--- config.mk ---
export PLATFORM = sky130hd
export DESIGN_NAME = task_interval_timer_table_core_flat
export DESIGN_NICKNAME = d
export VERILOG_FILES = /design/src/hdl/titt_pkg.sv /design/src/hdl/titt_ifs.sv /design/src/hdl/titt_ram.sv /design/src/hdl/task_interval_timer_table_core.sv /design/src/flat_wrapper.sv
export SDC_FILE = /design/constraint.sdc
export NUM_CORES = 1
export LEC_CHECK = 0
export ABC_CLOCK_PERIOD_IN_PS = 17640
export BUFFER_PORTS_ARGS = -buffer_cell sky130_fd_sc_hd__buf_2
export CAP_MARGIN = 20
export CORE_ASPECT_RATIO = 0.7
export CORE_UTILIZATION = 40
export DETAILED_ROUTE_END_ITERATION = 6
export GPL_TIMING_DRIVEN = 1
export SLEW_MARGIN = 20
export SYNTH_ARGS = -nofsm -noshare
export SYNTH_HDL_FRONTEND = slang
export SYNTH_HIERARCHICAL = 1
export SYNTH_SLANG_ARGS = --single-unit
--- constraint.sdc ---
create_clock -name i_clk -period 17.64 [get_ports i_clk]
set_clock_uncertainty 0.1 [all_clocks]
set_input_delay 3.528 -clock i_clk [delete_from_list [all_inputs] [get_ports i_clk]]
set_output_delay 3.528 -clock i_clk [all_outputs]
set_load 0.01 [all_outputs]
--- src/hdl/titt_pkg.sv ---
// Package for the task interval timer table: widths, request codes,
// transaction payload types and the table entry layout. No dependencies.
package titt_pkg;

    localparam int NUM_TASKS_DEF = 16;
    localparam int REQ_W         = 3;
    localparam int ID_W          = 8;
    localparam int MS_W          = 32;

    localparam logic [REQ_W-1:0] REQ_TICK    = 3'd0;
    localparam logic [REQ_W-1:0] REQ_EVERY   = 3'd1;
    localparam logic [REQ_W-1:0] REQ_ONCE    = 3'd2;
    localparam logic [REQ_W-1:0] REQ_RESTART = 3'd3;
    localparam logic [REQ_W-1:0] REQ_CANCEL  = 3'd4;

    typedef struct packed {
        logic [REQ_W-1:0] req_type;
        logic [ID_W-1:0]  task_id;
        logic [MS_W-1:0]  period_ms;
    } t_req_item;

    typedef struct packed {
        logic fired;
        logic id_error;
    } t_rsp_item;

    typedef struct packed {
        logic [MS_W-1:0] stamp_ms;
        logic            oneshot_done;
        logic            task_off;
    } t_entry;

endpackage

--- src/hdl/titt_ifs.sv ---
// Valid/ready channel interfaces for requests and responses.
// Depends on titt_pkg for the payload types.
interface titt_req_if import titt_pkg::*; ();
    logic      valid;
    logic      ready;
    t_req_item payload;

    modport source (output valid, output payload, input ready);
    modport sink   (input valid, input payload, output ready);
endinterface

interface titt_rsp_if import titt_pkg::*; ();
    logic      valid;
    logic      ready;
    t_rsp_item payload;

    modport source (output valid, output payload, input ready);
    modport sink   (input valid, input payload, output ready);
endinterface

--- src/hdl/titt_ram.sv ---
// Generic single-port-write, single-port-read RAM with registered read data.
// No dependencies.
module titt_ram #(
    parameter int WIDTH = 8,
    parameter int DEPTH = 16,
    localparam int AW   = (DEPTH > 1) ? $clog2(DEPTH) : 1
) (
    input  logic             i_clk,
    input  logic             i_we,
    input  logic [AW-1:0]    i_waddr,
    input  logic [WIDTH-1:0] i_wdata,
    input  logic             i_re,
    input  logic [AW-1:0]    i_raddr,
    output logic [WIDTH-1:0] o_rdata
);
    logic [WIDTH-1:0] r_mem [DEPTH];
    logic [WIDTH-1:0] r_rdata;

    always_ff @(posedge i_clk) begin
        if (i_we) begin
            r_mem[i_waddr] <= i_wdata;
        end
        if (i_re) begin
            r_rdata <= r_mem[i_raddr];
        end
    end

    assign o_rdata = r_rdata;
endmodule

--- src/hdl/task_interval_timer_table_core.sv ---
// Task interval timer table: top level. Uses titt_pkg, titt_ifs and titt_ram.
//
//   channel | dir | payload                          | transaction
//   i_req   | in  | req_type, task_id, period_ms     | valid & ready
//   o_rsp   | out | fired, id_error                  | valid & ready
//
// Each request passes S_IDLE, where it is accepted and the table read
// starts, then S_EXEC: compare and write back into the output register.
// The registered RAM read sets this. Reset clears the ms counter and the
// per-entry valid bits; an entry not written since reset reads as zero.
// A new request is taken while a response waits; a stalled response holds the request in S_EXEC.
module task_interval_timer_table_core import titt_pkg::*; #(
    parameter int NUM_TASKS = NUM_TASKS_DEF
) (
    input  logic        i_clk,
    input  logic        i_rst_n,
    titt_req_if.sink    i_req,
    titt_rsp_if.source  o_rsp
);
    localparam int IDX_W = (NUM_TASKS > 1) ? $clog2(NUM_TASKS) : 1;

    typedef enum logic {S_IDLE, S_EXEC} t_state;

    t_state               r_state;
    logic [MS_W-1:0]      r_now;
    logic [NUM_TASKS-1:0] r_valid;
    logic                 r_rsp_valid;
    t_rsp_item            r_rsp;

    logic [REQ_W-1:0]     r_req;
    logic [IDX_W-1:0]     r_idx;
    logic [MS_W-1:0]      r_period;
    logic                 r_err;
    logic                 r_ent_vld;

    logic                 accept;
    logic                 go;
    logic                 in_range;
    logic                 task_req;
    logic [IDX_W-1:0]     in_idx;
    t_entry               rd_entry;
    t_entry               cur;
    logic [MS_W-1:0]      elapsed;
    logic                 due;
    t_entry               n_entry;
    logic                 n_we;
    logic                 n_fire;
    logic [MS_W-1:0]      n_now;

    assign i_req.ready = (r_state == S_IDLE);
    assign accept      = i_req.valid && i_req.ready;
    assign o_rsp.valid   = r_rsp_valid;
    assign o_rsp.payload = r_rsp;

    assign in_idx   = i_req.payload.task_id[IDX_W-1:0];
    assign in_range = (i_req.payload.task_id < ID_W'(NUM_TASKS));
    assign task_req = (i_req.payload.req_type == REQ_EVERY)
                   || (i_req.payload.req_type == REQ_ONCE)
                   || (i_req.payload.req_type == REQ_RESTART)
                   || (i_req.payload.req_type == REQ_CANCEL);

    assign go = (r_state == S_EXEC) && (!r_rsp_valid || o_rsp.ready);

    titt_ram #(
        .WIDTH ($bits(t_entry)),
        .DEPTH (NUM_TASKS)
    ) u_table (
        .i_clk   (i_clk),
        .i_we    (go && n_we),
        .i_waddr (r_idx),
        .i_wdata (n_entry),
        .i_re    (accept),
        .i_raddr (in_idx),
        .o_rdata (rd_entry)
    );

    assign cur     = r_ent_vld ? rd_entry : '0;
    assign elapsed = r_now - cur.stamp_ms;
    assign due     = (elapsed >= r_period);

    always_comb begin
        n_entry = cur;
        n_we    = 1'b0;
        n_fire  = 1'b0;
        n_now   = r_now;
        case (r_req)
            REQ_TICK: begin
                n_now = r_now + MS_W'(1);
            end
            REQ_EVERY: begin
                if (!r_err && !cur.task_off && due) begin
                    n_entry.stamp_ms = r_now;
                    n_we   = 1'b1;
                    n_fire = 1'b1;
                end
            end
            REQ_ONCE: begin
                if (!r_err && !cur.task_off && !cur.oneshot_done && due) begin
                    n_entry.oneshot_done = 1'b1;
                    n_we   = 1'b1;
                    n_fire = 1'b1;
                end
            end
            REQ_RESTART: begin
                if (!r_err) begin
                    n_entry.stamp_ms     = r_now;
                    n_entry.oneshot_done = 1'b0;
                    n_entry.task_off     = 1'b0;
                    n_we = 1'b1;
                end
            end
            REQ_CANCEL: begin
                if (!r_err) begin
                    n_entry.task_off = 1'b1;
                    n_we = 1'b1;
                end
            end
            default: begin
                n_we = 1'b0;
            end
        endcase
    end

    always_ff @(posedge i_clk) begin
        if (!i_rst_n) begin
            r_state     <= S_IDLE;
            r_now       <= '0;
            r_valid     <= '0;
            r_rsp_valid <= 1'b0;
        end else begin
            if (r_rsp_valid && o_rsp.ready) begin
                r_rsp_valid <= 1'b0;
            end
            unique case (r_state)
                S_IDLE: begin
                    if (accept) begin
                        r_state <= S_EXEC;
                    end
                end
                S_EXEC: begin
                    if (go) begin
                        r_state     <= S_IDLE;
                        r_rsp_valid <= 1'b1;
                        r_now       <= n_now;
                        if (n_we) begin
                            r_valid[r_idx] <= 1'b1;
                        end
                    end
                end
                default: begin
                    r_state <= S_IDLE;
                end
            endcase
        end
    end

    always_ff @(posedge i_clk) begin
        if (accept) begin
            r_req     <= i_req.payload.req_type;
            r_idx     <= in_idx;
            r_period  <= i_req.payload.period_ms;
            r_err     <= task_req && !in_range;
            r_ent_vld <= in_range && r_valid[in_idx];
        end
        if (go) begin
            r_rsp.fired    <= n_fire;
            r_rsp.id_error <= r_err;
        end
    end
endmodule

--- src/flat_wrapper.sv ---
// flat-port wrapper written by rule: the top's interface ports become plain ports
module task_interval_timer_table_core_flat import titt_pkg::*;
#(
    parameter int NUM_TASKS = NUM_TASKS_DEF
)
  (i_clk, i_rst_n, i_req_valid, i_req_payload, i_req_ready, o_rsp_valid, o_rsp_payload, o_rsp_ready);
  titt_req_if i_req_i ();
  titt_rsp_if o_rsp_i ();
  input  logic i_clk;
  input  logic i_rst_n;
  input wire logic [$bits(i_req_i.valid)-1:0] i_req_valid;
  input wire logic [$bits(i_req_i.payload)-1:0] i_req_payload;
  output wire logic [$bits(i_req_i.ready)-1:0] i_req_ready;
  output wire logic [$bits(o_rsp_i.valid)-1:0] o_rsp_valid;
  output wire logic [$bits(o_rsp_i.payload)-1:0] o_rsp_payload;
  input wire logic [$bits(o_rsp_i.ready)-1:0] o_rsp_ready;
  assign i_req_i.valid = i_req_valid;
  assign i_req_i.payload = i_req_payload;
  assign i_req_ready = i_req_i.ready;
  assign o_rsp_valid = o_rsp_i.valid;
  assign o_rsp_payload = o_rsp_i.payload;
  assign o_rsp_i.ready = o_rsp_ready;
  task_interval_timer_table_core #(.NUM_TASKS(NUM_TASKS)) u_core (.i_clk(i_clk), .i_rst_n(i_rst_n), .i_req(i_req_i), .o_rsp(o_rsp_i));
endmodule
==> impl_results.md <==
* Outcome: completed
* Reg2reg end: u_core/u_table/r_mem[9][1]
* Vias in the first global route at 14.9k
* H-tree Lvls at 2
* Layout area overhead at 13.5%
* Die H at 224 um
* Mapped Cells at 1630
* Syn Area/Cell at 17.2 sq um
* Fin. max-slew vios at 0
* Tmin final at approximately 7.5 ns
* R2R Path Start: u_core/r_ent_vld
* Fillers at between 5k and 6k
* Netlist cell types at 63
* Top FF cell, synth: edfxtp_1
* Max Fclk at between 0.1 and 0.15 GHz
* Post-DR vias/cell at 5.54
* Overall Power at 3.33 mW
* Ys async rst share at 0
* Initial Utilization at 0.409
* Critical path's largest stage delay at between 0.8 and 0.9 ns
* Clock Path Buffers at 3
* Placed instance area at 29800 sq um
* Crit-path cells: buf_8 > nand2_1 > ha_1 > nand4_1 > or2_0 > or4_1 > and3_4 > nand3b_4 > o211ai_2 > a221oi_2 > xnor2_1 > ha_1 > nand4_1 > nor2_1 > nand2_1 > o21ai_1 > a41oi_2 > nor2b_1 > nand3b_1 > nor2_4 > buf_4
* Max Cap Viol at 0
* Clock Latency Late Sink at 0.64 ns
* Die ar. at between 70000 and 80000 sq um
* Hold buffers post-CTS at 0
* Seq/Total Area, Yosys at 0.699
* Setup TNS Final at 0 ns
* Cell depth of the worst flop-to-flop path at 21
* Register clock-pin slew on the reported worst setup and hold paths at ~0.060 ns
* Clk sinks at around 670
* TritonCTS clock tree: yes
* Routed WL at about 63000 um
* Global-route wire length before repair at between 90000 and 100000 um
* Gr usage total at 0.178
* Synthesized cell area at around 28000 sq um
* Req. time, crit path at 17.84 ns
* Hpwl dp at 38800 um
* Final Hold Viols at 0
* DRT iter0 DRCs at approximately 1.3k
* CTS Root Buffer Type: clkbuf_16
* Worst hold start: u_core/r_valid[3]
* Syn Nets at 1743
* Post-synth EDFFs at 621
* Pleak at between 10 and 15 nW
* I/O pin total at 51
* Worst min-delay path class: reg -> reg
* Post-layout util at 0.464
* Syn. warnings at 6
* Setup Buffers After CTS at 0
* DR DRC count at 0
* GP Congestion at 0.770
* Initial antenna violation count at 2
* # resized after CTS at 0
* Worst Setup End Kind: register
* Initial DRT Pass Iterations at 5
* Top Family by Delay on Critical Path: simple AND/OR/NAND/NOR gates
* Worst Path Buf+Inv at 2
* Max stage delay cell, worst path: nor2_4
* Design Area, Final at between 30000 and 40000 sq um
* Seq. cell area at 19600 sq um
* Min-Delay Path Depth at 2
* Final setup fails at 0
* Final worst-path cycle share at 0.424
* Max rail drop VDD at 74.7 uV
* Worst setup path class: reg -> reg
* R2R setup slack at 10.16 ns
* Largest net degree at the start of global routing at 76
* Crit path max fanout at 25
* CP startpoint: u_core/r_ent_vld
* Post-route ant nets at 0
* Num CTS Buffers at 61
* Worst setup SP type: register
* Core footprint at 68800 sq um
* Max-Slew Margin vs Limit at 0.273
* Multi-input logic area at 8170 sq um
* Port bufs at 50
* Worst EP arrival at approximately 7.7 ns
* Share of cells above drive strength 1 at 0.220
* PwrDens at 104 nW/um^2
* Gr ovfl total at 0
* Nets at 1833
* Die span in x at 319 um
* Seq cells post-synth at between 600 and 700
* Avg WL per Cell at 23.6 um
* Worst slew pin tran at 1.07 ns
* Cell Rows at 80
* RSZ-0062 raised after global routing: no
* Worst Hold End: u_core/r_valid[3]
* Vias at approximately 15k
==> power by group <==
| group | leakage [nW] | switching [mW] | internal, mW | total (mW) |
|---|---|---|---|---|
| clock network | 0.937 | 0.587 | 0.754 | 1.34 |
| registers | 6.14 | 0.00818 | 1.76 | 1.77 |
| logic | 3.74 | 0.137 | 0.0818 | 0.219 |
| total | 10.8 | 0.733 | 2.60 | 3.33 |
==> cells in the mapped netlist (35+ instances only) <==
cell type	n	share of area
ha_1	65	0.029
dfxtp_1	50	0.036
nand2_1	110	0.015
xnor2_1	47	0.015
edfxtp_1	621	0.66
and2_1	36	0.0080
clkbuf_1	35	0.0047
nor2_1	36	0.0048
a22oi_1	68	0.018
mux4_2	141	0.11
a21oi_1	51	0.0091
inv_1	71	0.0095
==> how the worst max path moves through the flow <==
stage | to | cells past startpoint
finish | u_core/u_table/r_mem[9][1] | 21
detailed placement | u_core/u_table/r_mem[9][12] | 22
global placement | u_core/u_table/r_mem[2][29] | 21
global route | u_core/u_table/r_mem[9][1] | 21
floorplan | u_core/u_table/r_mem[0][0] | 7
CTS | u_core/u_table/r_mem[9][1] | 22
==> cells by family (layout without fill, tap and decap cells) <==
family,after synthesis,after routing,synth area share
DFF,671,671,0.699
and+or+nand+nor,307,307,0.0566
AOI/OAI and AO/OA,212,212,0.0500
muxes,175,175,0.125
buffers and inverters,141,276,0.0216
adders and majority gates,66,66,0.0296
xor gates and xnor gates,58,58,0.0181
other,0,2,0
==> worst min-delay path: stages, from the launching register on <==
cell     delay (ns)
dfxtp_1        0.31
nand2_1        0.05
o21ai_1        0.05
==> sequential cells by signal (all words and copies together), names as in the netlist <==
name                    count
u_core/u_table/r_mem      544
u_core/u_table/o_rdata     34
u_core/r_now               32
u_core/r_period            32
u_core/r_valid             16
u_core/r_idx                4
u_core/r_req                3
u_core/o_rsp.payload        2
u_core/o_rsp.valid          1
u_core/r_ent_vld            1
u_core/r_err                1
u_core/r_state              1
==> per-layer routing <==
metal | vias to the layer above | share of wire | global-route usage
met5 | - | 0 | 0
li1 | 6623 | - | -
met3 | 85 | 0.080 | 0.0369
met4 | 0 | 0.019 | 0.0430
met2 | 450 | 0.41 | 0.248
met1 | 7632 | 0.49 | 0.282
==> cells in the final DEF (no fill, tap or decap), types with 35 or more instances in the layout <==
cell type and n:
and2_1 35, a22oi_1 68, clkbuf_16 61, ha_1 65
buf_2 49, inv_1 71, buf_4 38, nand2_1 110
a21oi_1 49, xnor2_1 47, edfxtp_1 621, mux4_2 141
dfxtp_1 50
==> area by class of cell <==
class	instances	share of cell area
Tap cell	902	0.0354
Inverter	72	0.00847
Antenna cell	2	0.000157
Timing Repair Buffer	96	0.0219
Clock buffer	74	0.0494
Clock inverter	34	0.0130
Sequential cell	671	0.616
Multi-Input combinational cell	818	0.256
==> per-stage QoR <==
step | std cells | hold slack (ns) | worst slack [ns]
CTS | 2664 | 0.349 | 9.57
global placement | 2550 | 0.332 | 9.69
detailed placement | 2556 | 0.341 | 9.59
global route | 2667 | 0.376 | 9.60
finish | 2669 | 0.350 | 10.16
floorplan | 1630 | 0.320 | 9.59
No activity file was read; power rests on OpenSTA's default activity.
